--- src/hw/rtl/cst_pkg.sv ---
// package for the counting semaphore table: operation and status codes,
// field widths and the request / response payload types
// no dependencies
package cst_pkg;

	localparam int OP_W = 3;
	localparam int IDX_W = 8;
	localparam int VALUE_W = 16;
	localparam int REF_W = 8;
	localparam int STATUS_W = 2;
	localparam int SEM_COUNT_DEF = 16;

	localparam logic [OP_W-1:0] OP_CREATE = 3'd0;
	localparam logic [OP_W-1:0] OP_OPEN = 3'd1;
	localparam logic [OP_W-1:0] OP_OPEN_OR_CREATE = 3'd2;
	localparam logic [OP_W-1:0] OP_CLOSE = 3'd3;
	localparam logic [OP_W-1:0] OP_UP = 3'd4;
	localparam logic [OP_W-1:0] OP_DOWN = 3'd5;

	localparam logic [STATUS_W-1:0] ST_OK = 2'd0;
	localparam logic [STATUS_W-1:0] ST_ERR = 2'd1;
	localparam logic [STATUS_W-1:0] ST_BLOCK = 2'd2;

	localparam logic [VALUE_W-1:0] VALUE_MAX = 16'hFFFF;
	localparam logic [REF_W-1:0] REF_MAX = 8'hFF;

	typedef struct packed {
		logic [OP_W-1:0]    operation;
		logic [IDX_W-1:0]   sem_index;
		logic [VALUE_W-1:0] init_value;
	} req_t;

	typedef struct packed {
		logic [STATUS_W-1:0] status;
		logic [REF_W-1:0]    open_count;
	} rsp_t;

	// one table entry as stored in the ram
	typedef struct packed {
		logic [REF_W-1:0]   ref_count;
		logic [VALUE_W-1:0] sem_value;
	} entry_t;

endpackage

--- src/hw/rtl/cst_ram.sv ---
// generic single-write, single-read ram with a registered read port
// no dependencies
module cst_ram #(
	parameter int WIDTH = 24,
	parameter int DEPTH = 16,
	localparam int AW = (DEPTH > 1) ? $clog2(DEPTH) : 1
) (
	input  logic             clk,
	input  logic             we,
	input  logic [AW-1:0]    waddr,
	input  logic [WIDTH-1:0] wdata,
	input  logic             re,
	input  logic [AW-1:0]    raddr,
	output logic [WIDTH-1:0] rdata
);

	logic [WIDTH-1:0] mem [DEPTH];

	// write port
	always_ff @(posedge clk) begin
		if (we) begin
			mem[waddr] <= wdata;
		end
	end

	// registered read port
	always_ff @(posedge clk) begin
		if (re) begin
			rdata <= mem[raddr];
		end
	end

endmodule

--- src/hw/rtl/counting_semaphore_table_core.sv ---
// top level of the counting semaphore table: request decode, read-modify-write
// of the entry ram and the response register
// depends on cst_pkg and cst_ram
//
// A bank of SEM_COUNT counting semaphores, each holding a 16-bit value and an
// 8-bit open reference count, all zero after reset. Every request (create,
// open, open-or-create, close, up, down) returns one response with a status
// and, for close, the reference count that remains. A down on a zero value
// never waits: it answers would-block and the requester retries. An accepted
// request reads its entry from the ram into stage 1, where the entry is updated
// and written back as the response register is loaded. A new request can be
// accepted in every cycle unless stage 1 is stalled; a write to the entry that
// the next request reads is forwarded, so back-to-back requests to the same
// entry see each other's updates. Reset takes effect at once through per-entry
// valid flops, with no clearing pass; the only stall comes from a response that
// is not taken.
module counting_semaphore_table_core #(
	parameter int SEM_COUNT = cst_pkg::SEM_COUNT_DEF,
	localparam int AW = (SEM_COUNT > 1) ? $clog2(SEM_COUNT) : 1
) (
	input  logic          clk,
	input  logic          arst_n,
	input  logic          req_valid,
	output logic          req_ready,
	input  cst_pkg::req_t req,
	output logic          rsp_valid,
	input  logic          rsp_ready,
	output cst_pkg::rsp_t rsp
);

	localparam int DATA_W = cst_pkg::REF_W + cst_pkg::VALUE_W;

	logic                      req_acc;
	logic                      s1_adv;
	logic                      s1_valid;
	cst_pkg::req_t             req_s1;
	logic                      in_range_s1;
	logic                      vld_s1;
	logic                      fwd_s1;
	cst_pkg::entry_t           fwd_data_s1;
	logic [SEM_COUNT-1:0]      valid_q;
	logic                      out_valid_q;
	cst_pkg::rsp_t             out_data_q;
	logic [DATA_W-1:0]         rdata;
	cst_pkg::entry_t           cur;
	cst_pkg::entry_t           nxt;
	logic                      upd;
	logic                      wr_en;
	logic [AW-1:0]             waddr;
	logic [AW-1:0]             raddr;
	logic                      in_range;
	cst_pkg::rsp_t             rsp_nxt;

	// handshake: stage 1 moves on when the response register is free or taken
	assign s1_adv = !out_valid_q || rsp_ready;
	assign req_ready = !s1_valid || s1_adv;
	assign req_acc = req_valid && req_ready;
	assign in_range = {1'b0, req.sem_index} < (cst_pkg::IDX_W + 1)'(SEM_COUNT);
	assign raddr = req.sem_index[AW-1:0];
	assign waddr = req_s1.sem_index[AW-1:0];
	assign wr_en = s1_valid && s1_adv && upd;

	cst_ram #(
		.WIDTH(DATA_W),
		.DEPTH(SEM_COUNT)
	) u_ram (
		.clk   (clk),
		.we    (wr_en),
		.waddr (waddr),
		.wdata (nxt),
		.re    (req_acc),
		.raddr (raddr),
		.rdata (rdata)
	);

	// stage 1 control
	always_ff @(posedge clk or negedge arst_n) begin
		if (!arst_n) begin
			s1_valid <= 1'b0;
		end else if (req_ready) begin
			s1_valid <= req_valid;
		end
	end

	// stage 1 payload, entry valid flag and forwarding of a same-entry write
	always_ff @(posedge clk) begin
		if (req_acc) begin
			req_s1 <= req;
			in_range_s1 <= in_range;
			vld_s1 <= valid_q[raddr];
			fwd_s1 <= wr_en && (waddr == raddr);
			fwd_data_s1 <= nxt;
		end
	end

	// per-entry valid flags: an entry never written reads as zero
	always_ff @(posedge clk or negedge arst_n) begin
		if (!arst_n) begin
			valid_q <= '0;
		end else if (wr_en) begin
			valid_q[waddr] <= 1'b1;
		end
	end

	// current entry contents
	always_comb begin
		if (fwd_s1) begin
			cur = fwd_data_s1;
		end else if (vld_s1) begin
			cur = rdata;
		end else begin
			cur = '0;
		end
	end

	// operation decode and entry update
	always_comb begin
		nxt = cur;
		upd = 1'b0;
		rsp_nxt.status = cst_pkg::ST_ERR;
		rsp_nxt.open_count = '0;
		if (in_range_s1) begin
			case (req_s1.operation)
				cst_pkg::OP_CREATE: begin
					if (cur.ref_count == '0) begin
						nxt.sem_value = req_s1.init_value;
						nxt.ref_count = cst_pkg::REF_W'(1);
						upd = 1'b1;
						rsp_nxt.status = cst_pkg::ST_OK;
					end
				end
				cst_pkg::OP_OPEN: begin
					if (cur.ref_count != '0 && cur.ref_count != cst_pkg::REF_MAX) begin
						nxt.ref_count = cur.ref_count + cst_pkg::REF_W'(1);
						upd = 1'b1;
						rsp_nxt.status = cst_pkg::ST_OK;
					end
				end
				cst_pkg::OP_OPEN_OR_CREATE: begin
					if (cur.ref_count == '0) begin
						nxt.sem_value = req_s1.init_value;
						nxt.ref_count = cst_pkg::REF_W'(1);
						upd = 1'b1;
						rsp_nxt.status = cst_pkg::ST_OK;
					end else if (cur.ref_count != cst_pkg::REF_MAX) begin
						nxt.ref_count = cur.ref_count + cst_pkg::REF_W'(1);
						upd = 1'b1;
						rsp_nxt.status = cst_pkg::ST_OK;
					end
				end
				cst_pkg::OP_CLOSE: begin
					rsp_nxt.status = cst_pkg::ST_OK;
					if (cur.ref_count != '0) begin
						nxt.ref_count = cur.ref_count - cst_pkg::REF_W'(1);
						upd = 1'b1;
						rsp_nxt.open_count = cur.ref_count - cst_pkg::REF_W'(1);
					end
				end
				cst_pkg::OP_UP: begin
					if (cur.ref_count != '0 && cur.sem_value != cst_pkg::VALUE_MAX) begin
						nxt.sem_value = cur.sem_value + cst_pkg::VALUE_W'(1);
						upd = 1'b1;
						rsp_nxt.status = cst_pkg::ST_OK;
					end
				end
				cst_pkg::OP_DOWN: begin
					if (cur.ref_count != '0) begin
						if (cur.sem_value == '0) begin
							rsp_nxt.status = cst_pkg::ST_BLOCK;
						end else begin
							nxt.sem_value = cur.sem_value - cst_pkg::VALUE_W'(1);
							upd = 1'b1;
							rsp_nxt.status = cst_pkg::ST_OK;
						end
					end
				end
				default: begin
					upd = 1'b0;
				end
			endcase
		end
	end

	// response register
	always_ff @(posedge clk or negedge arst_n) begin
		if (!arst_n) begin
			out_valid_q <= 1'b0;
		end else if (s1_adv) begin
			out_valid_q <= s1_valid;
		end
	end

	always_ff @(posedge clk) begin
		if (s1_adv && s1_valid) begin
			out_data_q <= rsp_nxt;
		end
	end

	assign rsp_valid = out_valid_q;
	assign rsp = out_data_q;

	// out-of-range requests never touch the table
	a_no_write_out_of_range: assert property (@(posedge clk) disable iff (!arst_n)
		(s1_valid && !in_range_s1) |-> !wr_en)
		else $error("write for an out-of-range request");

	// a stalled request keeps its entry and operation
	a_s1_hold: assert property (@(posedge clk) disable iff (!arst_n)
		(s1_valid && !s1_adv) |=> (s1_valid && $stable(req_s1)))
		else $error("stage 1 request changed while stalled");

	// a written entry is marked valid afterwards
	a_valid_after_write: assert property (@(posedge clk) disable iff (!arst_n)
		wr_en |=> valid_q[$past(waddr)])
		else $error("entry not marked valid after write");

	// only a successful close reports a nonzero reference count
	a_count_only_ok: assert property (@(posedge clk) disable iff (!arst_n)
		(out_valid_q && out_data_q.status != cst_pkg::ST_OK) |-> (out_data_q.open_count == '0))
		else $error("nonzero open count on a failed request");

endmodule

--- config.mk ---
export PLATFORM = sky130hd
export DESIGN_NAME = counting_semaphore_table_core
export DESIGN_NICKNAME = d
export VERILOG_FILES = /design/src/hw/rtl/cst_pkg.sv /design/src/hw/rtl/cst_ram.sv /design/src/hw/rtl/counting_semaphore_table_core.sv
export SDC_FILE = /design/constraint.sdc
export NUM_CORES = 1
export LEC_CHECK = 0
export BUFFER_PORTS_ARGS = -buffer_cell sky130_fd_sc_hd__buf_4
export CAP_MARGIN = 0
export CORE_ASPECT_RATIO = 1.75
export CORE_MARGIN = 5
export CORE_UTILIZATION = 50
export CTS_CLUSTER_DIAMETER = 120
export DETAILED_ROUTE_END_ITERATION = 7
export PLACE_DENSITY = 0.66
export SYNTH_ARGS = -nofsm -noshare
export SYNTH_HDL_FRONTEND = slang
export SYNTH_SLANG_ARGS = --single-unit
--- constraint.sdc ---
create_clock -name clk -period 4.94 [get_ports clk]
set_input_delay 0.741 -clock clk [delete_from_list [all_inputs] [get_ports clk]]
set_output_delay 0.741 -clock clk [all_outputs]
set_load 0.01 [all_outputs]
==> results.toml, run 1 <==
[global_route]
grt_pass1_wl_um = 72500
grt_util_met2 = 0.388
track_usage = 0.212
gr-total-overflow = 0
grt_max_degree = 65
antenna_found_initial = 0
gr-usage-met3 = 0.0280
grt_pass1_vias = 11700
busiest_layer = "met2"
met1_usage = 0.246

[floorplan]
dieArea_sq_um = 45500
fp-row-count = 98
fp.dieH_um = 278
fp.dieW_um = 163
start_util = 0.504
pin_count = 43
core_area_sq_um = 40800

[synthesis]
ys.flop_type = "edfxtp_1"
syn_nets = 1204
synth_area_sq_um = 20600
yosysTopAreaCellShare = 0.683
yosys-top-cells-count = "edfxtp_1 (468), mux4_2 (125), nor2_1 (58)"
syn_inst = 1167
synth.distinct_cells = 71
synthArstFlopShare = 0.0370
avgSynthCellArea_sq_um = 17.6
seq_area_frac_synth = 0.704
synth-edff-count = 468
yosysMostFrequentCell = "edfxtp_1"
yosys_warnings = 0
synth_area_leaders = "edfxtp_1 (68%), mux4_2 (14%), dfrtp_1 (2.2%)"
ys_ff_latch = 486
yosys.area.top_type = "edfxtp_1"

[clock_network]
htreeDepth = 2
cts_tree = "yes"
cts.clk_slew.worst_paths_ns = 0.07
hold_buffers = 0
clockRootBuffer = "clkbuf_16"
clock_latency_ns = 0.55
cts-buffers-inserted = 43
cts_buffer_depth = 3
post-cts-setup-buffer-count = 0
cts.sinks = 486
cts_resized = 0

[power_and_ir_drop]
power.leakage_uw = 0.00740
vdd_drop_max_mv = 0.236
power.density_nw_per_um2 = 379

[worst_setup_path]
path_class = "reg2reg"
cp_slowest_cell = "nor2b_1"
r2r_slack_ns = 0.85
crit_top_cell = "buf_4"
endpoint_kind = "register"
ff2ff_path_depth = 10
r2r_start = "fwd_s1$_DFFE_PP_"
crit_fanout = 64
cp_top_family = "simple AND/OR/NAND/NOR gates"
slowest_delay_ns = 0.77
required_ns = 5.31
r2r_end = "u_ram.mem[4][14]$_DFFE_PP_"
arrival_ns = 4.46
path_cells = "buf_4 > nand2b_1 > o21ai_1 > buf_4 > nor4_1 > nor2b_1 > and3_1 > a21oi_1 > a221oi_1 > buf_4"
critPathBufInv = 3
worst_setup_path_start_kind = "register"

[timing]
relSlewSlack = 0.179
setup-violations-final = 0
rsz0062_at_grt = "false"
hold_slack_ns = 0.0742
skew_ns = 0.0115
slew_viol_final = 0
fmax_ghz = 0.244
period_share = 0.828
tns_ns = 0
period_needed_ns = 4.09
hold_viol = 0
tightest_slew_ns = 1.20

[placed_design]
port_buffers = 42
hpwl_um = 34600
place_inst = 1735
gp_congestion = 0.983

[routing]
wl_um = 48000
vias_per_cell = 6.24
dr.pass1.iters = 8
drt_iter0_markers = 973
routedWlPerCell_um = 26.5
drc = 0
ant_nets = 0
vias = 11300

[flow_run]
max_cap_viol_count = 0

[finish]
multi_input_area_sq_um = 5870
regArea_sq_um = 14500
n_antenna_cell = 0
fin_nets = 1267
fin_cells = 1810
synthToLayoutAreaGrowth_pct = 12.2
fill_cells = 3086
drive_gt1_frac = 0.237

[worst_hold_path]
hold_path.class = "in2async"

[status]
status = "finished clean"
## cells by family after synthesis
group	count (synthesis)	synth area share
AO/OA/AOI/OAI	192	0.0654
XOR/XNOR	12	0.00510
adder cells (fa/ha/maj)	6	0.00365
buffers and inverters	80	0.0167
flip-flops	486	0.704
multiplexers	133	0.141
AND/OR/NAND/NOR	258	0.0640
## sequential cells by signal, indices dropped and copies added, names as in the netlist
signal / cells
u_ram.mem: 384
fwd_data_s1: 24
u_ram.rdata: 24
req_s1: 23
valid_q: 16
rsp: 10
fwd_s1: 1
in_range_s1: 1
rsp_valid: 1
s1_valid: 1
vld_s1: 1
## report_power, final
group,switching (uW),leakage (uW),internal [uW]
logic,534,0.00220,302
clock network,1450,0.000635,1700
registers,63.8,0.00456,4690
total,2050,0.00740,6690
## per-layer routing
metal | wire length, um | part of all wire | vias up
met3 | 1970 | 0.041 | 138
met2 | 26400 | 0.55 | 394
met4 | 2410 | 0.050 | 0
li1 | - | - | 4956
met1 | 17200 | 0.36 | 5815
met5 | 0 | 0 | -
## how the worst max path moves through the flow
stage	startpoint	end	slack (ns)	depth (start not counted)
CTS	fwd_s1$_DFFE_PP_	u_ram.mem[2][14]$_DFFE_PP_	0.94	10
global placement	fwd_s1$_DFFE_PP_	u_ram.mem[6][14]$_DFFE_PP_	0.92	10
detailed placement	fwd_s1$_DFFE_PP_	u_ram.mem[4][14]$_DFFE_PP_	0.96	10
floorplan	fwd_s1$_DFFE_PP_	u_ram.mem[11][0]$_DFFE_PP_	0.62	15
global route	fwd_s1$_DFFE_PP_	u_ram.mem[3][14]$_DFFE_PP_	0.61	10
finish	fwd_s1$_DFFE_PP_	u_ram.mem[4][14]$_DFFE_PP_	0.85	10
## worst register-to-register path: cells and delay by family (launching register included)
kind            cells  cell delay (ns)
compound gates      3             0.72
simple gates        4             1.89
buf+inv             3             0.95
flops               1             0.34
## per-stage QoR
stage	instance area (sq um)	setup slack (ns)	total power [uW]	util
finish	23100	0.850	8740	0.566
global placement	21800	0.918	5660	0.534
global route	23100	0.612	9030	0.566
CTS	23100	0.939	8810	0.566
detailed placement	21800	0.963	5670	0.534
floorplan	20600	0.621	5340	-
## area by class of cell
| cell class | count | area share |
|---|---|---|
| clock buffer | 52 | 0.0490 |
| inverter | 11 | 0.00179 |
| sequential | 486 | 0.628 |
| tap | 550 | 0.0298 |
| multi-input combinational | 601 | 0.254 |
| timing repair buffer | 87 | 0.0295 |
| clock inverter | 23 | 0.00758 |
## cells in the final DEF (no fill, tap or decap), drive strengths merged, types with 6 or more instances in the layout
cell type / instances
ha: 6
mux4: 125
a22o: 7
dfrtp: 18
nor4: 8
nand3b: 11
o22ai: 9
a31oi: 6
xnor2: 8
buf: 87
nand4: 12
clkbuf: 52
o21bai: 16
nand3: 35
nand2: 54
inv: 15
a211oi: 7
a22oi: 14
and3: 10
mux2i: 7
a21boi: 6
nor2: 59
edfxtp: 468
nor3: 24
and2: 17
nand4b: 7
o211ai: 6
o21ai: 45
clkinv: 17
a21oi: 25
Power figures use the tool's default switching activity.
==> run 2, diff against run 1 <==
==> constraint.sdc (replaced) <==
create_clock -name clk -period 4 [get_ports clk]
set_input_delay 0.6 -clock clk [delete_from_list [all_inputs] [get_ports clk]]
set_output_delay 0.6 -clock clk [all_outputs]
set_load 0.01 [all_outputs]
==> run 2 against run 1 <==
- power up 31%
- register-to-register slack worse by 0.65 ns
- hold slack better by 0.15 ns
- clock-buffer cell count up 5
- die area unchanged
- non-clock buffer count up 41
==> results.toml, run 2 (synthesis gave the netlist of run 1 again) <==
[clock_network]
htreeDepth = 2
cts_resized = 0
cts-buffers-inserted = 44
cts.clk_slew.worst_paths_ns = 0.07
cts_tree = "yes"
cts.sinks = 486
cts_buffer_depth = 3
clock_latency_ns = 0.56
clockRootBuffer = "clkbuf_16"
hold_buffers = 1
post-cts-setup-buffer-count = 0

[placed_design]
port_buffers = 42
place_inst = 1775
placed_area_sq_um = 22200
hpwl_um = 35900
gp_congestion = 0.961

[power_and_ir_drop]
vdd_drop_max_mv = 0.291
power.density_nw_per_um2 = 482
power.leakage_uw = 0.00778

[floorplan]
fp.dieH_um = 278
fp.dieW_um = 163
dieArea_sq_um = 45500
fp-row-count = 98
pin_count = 43
start_util = 0.504
core_area_sq_um = 40800

[routing]
vias = 11400
dr.pass1.iters = 5
ant_nets = 0
vias_per_cell = 6.14
drc = 0
wl_um = 49100
routedWlPerCell_um = 26.4
drt_iter0_markers = 1000

[timing]
tightest_slew_ns = 1.13
period_share = 0.950
period_needed_ns = 3.80
hold_viol = 0
setup-violations-final = 0
fmax_ghz = 0.263
rsz0062_at_grt = "false"
skew_ns = 0.0126
tns_ns = 0
slew_viol_final = 0
relSlewSlack = 0.246

[finish]
fill_cells = 3010
largest_register_ffs = 384
top_register = "u_ram.mem"
mostFrequentLayoutCell = "edfxtp_1"
n_antenna_cell = 0
drive_gt1_frac = 0.264
synthToLayoutAreaGrowth_pct = 15.6
fin_cells = 1858
biggestRegsByFlops = "u_ram.mem x384, fwd_data_s1 x24, u_ram.rdata x24"
design_area_sq_um = 23800
final_cell_mix = "edfxtp_1 (468), mux4_2 (125), buf_4 (113), nand2_1 (54), clkbuf_16 (45)"
fin_nets = 1309

[global_route]
grt_max_degree = 57
gr-usage-met3 = 0.0258
track_usage = 0.219
busiest_layer = "met2"
antenna_found_initial = 0
met1_usage = 0.254
grt_pass1_vias = 12000
grt_pass1_wl_um = 74800
grt_util_met2 = 0.407
gr-total-overflow = 0

[worst_setup_path]
crit_fanout = 33
slowest_delay_ns = 0.75
cp_top_family = "compound AO/OA/AOI/OAI gates"
cp_slowest_cell = "a222oi_1"
required_ns = 4.30
worst_setup_path_start_kind = "register"
endpoint_kind = "register"
crit_top_cell = "buf_4"
path_cells = "buf_4 > nand3b_1 > a222oi_1 > and4_1 > a21o_1 > o32ai_1 > buf_4 > a31oi_4 > buf_12 > nor2_4 > buf_4"
path_class = "reg2reg"
critPathBufInv = 4
arrival_ns = 4.10

[status]
status = "finished clean"

[worst_hold_path]
hold_path.class = "in2reg"

[flow_run]
max_cap_viol_count = 0
-- run 2: final timing paths --
check | start | end | slack, ns | cells past startpoint
max | vld_s1$_DFFE_PP_ | u_ram.mem[9][9]$_DFFE_PP_ | 0.20 | 11
min | req[10] | req_s1[10]$_DFFE_PP_ | 0.22 | 1
max reg2reg | vld_s1$_DFFE_PP_ | u_ram.mem[9][9]$_DFFE_PP_ | 0.20 | 11
min reg2reg | valid_q[2]$_DFFE_PN0P_ | valid_q[2]$_DFFE_PN0P_ | 0.47 | 1
max in group asynchronous | arst_n | valid_q[9]$_DFFE_PN0P_ | 3.29 | 2
min in group asynchronous | arst_n | rsp_valid$_DFFE_PN0P_ | 0.47 | 2
-- run 2: stage by stage --
step	worst slack (ns)	hold WS, ns	util	power (uW)
after floorplan	-0.319	0.304	-	6590
after global placement	0.340	0.454	0.544	7020
after global routing	0.0108	0.197	0.583	11800
after detailed placement	0.311	0.459	0.544	7040
after CTS	0.294	0.195	0.583	11500
final	0.201	0.221	0.583	11500
-- run 2: where the power goes --
| group | switching, uW | internal [uW] | leakage, uW |
|---|---|---|---|
| registers | 72.7 | 5790 | 0.00456 |
| clock network | 1830 | 2690 | 0.000766 |
| logic | 680 | 396 | 0.00246 |
| total | 2580 | 8880 | 0.00778 |
-- run 2: worst register-to-register path: stages, from the launching register on --
cell and delay [ns]:
edfxtp_1 0.56, buf_4 0.29, nand3b_1 0.17, a222oi_1 0.75, and4_1 0.35, a21o_1 0.27
o32ai_1 0.14, buf_4 0.19, a31oi_4 0.21, buf_12 0.29, nor2_4 0.10, buf_4 0.21
-- run 2: routing by layer --
layer / part of all wire / wire length (um)
met1: 0.37 / 18000
met2: 0.56 / 27300
met3: 0.037 / 1800
met4: 0.042 / 2050
met5: 0 / 0
-- run 2: cell type report --
cell class	instances	area [sq um]	share of cell area
inverter	11	41.3	0.00174
sequential	486	14500	0.609
multi-input combinational	601	5870	0.247
tap	550	688	0.0289
clock buffer	57	1170	0.0492
clock inverter	25	395	0.0166
timing repair buffer	128	1130	0.0475
==> run 3, diff against run 2 <==
--- a/config.mk
+++ b/config.mk
@@ -10,6 +10,7 @@
 export CORE_ASPECT_RATIO = 1.75
 export CORE_MARGIN = 5
 export CORE_UTILIZATION = 50
+export CTS_BUF_LIST = sky130_fd_sc_hd__clkbuf_2
 export CTS_CLUSTER_DIAMETER = 120
 export DETAILED_ROUTE_END_ITERATION = 7
 export PLACE_DENSITY = 0.66
==> run 3 against run 2 <==
- global-route usage increased by 0.40 points
- critical path depth unchanged
- power down 13%
- sequential cell count stayed put
- design area is 1.4% lower
- largest power group unchanged
- clock power decreased by 33%
- sequential power about the same
- setup slack gained 0.0063 ns
- final cell count increased by 6.9%
- critical endpoint is now u_ram.mem[4][15]$_DFFE_PP_
- via count grew 4.4%
==> results.toml, run 3 (synthesis gave the netlist of run 1 again) <==
[worst_setup_path]
arrival_ns = 4.47
worst_setup_path_start_kind = "register"
crit_fanout = 33
required_ns = 4.68
path_class = "reg2reg"
endpoint_kind = "register"

[routing]
ant_nets = 0
routedWlPerCell_um = 25.1
drc = 0
vias = 11900
drt_iter0_markers = 878
wl_um = 49900
vias_per_cell = 6.00
dr.pass1.iters = 7

[floorplan]
fp.dieW_um = 163
pin_count = 43
dieArea_sq_um = 45500
fp.dieH_um = 278
start_util = 0.504
core_area_sq_um = 40800
fp-row-count = 98

[timing]
rsz0062_at_grt = "false"
relSlewSlack = 0.178
fin_ws_ns = 0.207
period_share = 0.948
hold_viol = 0
fmax_ghz = 0.264
slew_viol_final = 0
tns_ns = 0
period_needed_ns = 3.79
skew_ns = 0.107
tightest_slew_ns = 1.23
setup-violations-final = 0

[clock_network]
cts-buffers-inserted = 104
clock_latency_ns = 1.03
htreeDepth = 3
clockRootBuffer = "clkbuf_2"
post-cts-setup-buffer-count = 0
cts.sinks = 486
cts.clk_slew.worst_paths_ns = 0.10
cts_buffer_depth = 3
cts_tree = "yes"

[flow_run]
max_cap_viol_count = 0

[power_and_ir_drop]
power.leakage_uw = 0.00783
p_seq_frac = 0.587
p_comb_frac = 0.110
switchingPower_uw = 2610
vdd_drop_max_mv = 0.176
pwr-share-clk = 0.303
switching_share = 0.262
power.density_nw_per_um2 = 425
cell_internal_pwr_uw = 7360

[finish]
top_register = "u_ram.mem"
largest_register_ffs = 384
fin_nets = 1395
drive_gt1_frac = 0.302
biggestRegsByFlops = "u_ram.mem x384, fwd_data_s1 x24, u_ram.rdata x24"
mostFrequentLayoutCell = "edfxtp_1"
final_cell_mix = "edfxtp_1 (468), clkbuf_2 (140), mux4_2 (125), buf_4 (113), nand2_1 (54)"
synthToLayoutAreaGrowth_pct = 14.0
design_area_sq_um = 23500
utilization = 0.575

[placed_design]
port_buffers = 42
placed_area_sq_um = 22200
hpwl_um = 35900
gp_congestion = 0.961
pre_cts_slack_ns = 0.311

[global_route]
grt_max_degree = 57
gr-total-overflow = 0
track_usage = 0.223
grt_pass1_wl_um = 75800
antenna_found_initial = 1
grt_pass1_vias = 12700

[status]
status = "finished clean"

[worst_hold_path]
hold_path.class = "in2reg"
[run 3: path summary, 6_finish.rpt]
kind	startpoint	end	slack [ns]	cells after the start
max	vld_s1$_DFFE_PP_	u_ram.mem[4][15]$_DFFE_PP_	0.21	11
min	req[18]	req_s1[18]$_DFFE_PP_	0.17	1
max reg2reg	vld_s1$_DFFE_PP_	u_ram.mem[4][15]$_DFFE_PP_	0.21	11
min reg2reg	valid_q[2]$_DFFE_PN0P_	valid_q[2]$_DFFE_PN0P_	0.48	1
max in group asynchronous	arst_n	valid_q[7]$_DFFE_PN0P_	2.46	3
min in group asynchronous	arst_n	s1_valid$_DFFE_PN0N_	0.84	3
[run 3: critical path, cell delays in order, from the launching register on]
cell and delay (ns):
edfxtp_1 0.57, buf_4 0.29, nand3b_1 0.17, a222oi_1 0.73, and4_1 0.34, a21o_1 0.28
o32ai_1 0.15, buf_4 0.19, a31oi_4 0.22, buf_12 0.28, nor2_4 0.07, buf_4 0.21
[run 3: stage by stage]
step | hold WS [ns] | std cells | power, uW
2_1_floorplan | 0.304 | 1167 | 6590
3_3_place_gp | 0.454 | 1775 | 7020
3_5_place_dp | 0.459 | 1775 | 7040
4_1_cts | 0.0476 | 1985 | 10100
5_1_grt | 0.0909 | 1986 | 10400
6_report | 0.168 | 1986 | 9970
[run 3: layout make-up]
type                    count  area [sq um]
flip-flops and latches    486         14500
well taps                 550           688
diodes                      1          2.50
clock inverters            43           274
inverters                  11          41.3
fillers                  3165         17400
repair buffers            154          1390
clock buffers             140           701
multi-input cells         601          5870
[run 3: metal layers]
layer	global-route usage	up-vias	part of all wire
met5	0	-	0
met4	0.107	0	0.045
met3	0.0363	146	0.043
met2	0.410	447	0.55
met1	0.248	6028	0.36
li1	-	5291	-
[run 3: power groups by stage]
stage,Clock [uW],Combinational [uW],Sequential [uW]
5_1_grt,3410,1170,5870
4_1_cts,3150,1100,5860
3_3_place_gp,0,1060,5970
2_1_floorplan,0,650,5940
6_report,3020,1100,5860
3_5_place_dp,0,1070,5970
[run 3: what timing repair did]
action	4_1_cts	5_1_grt
endpoints found under the hold margin	41	0
hold buffers	27	0
resized for setup	0	1
endpoints found under the setup margin	0	4
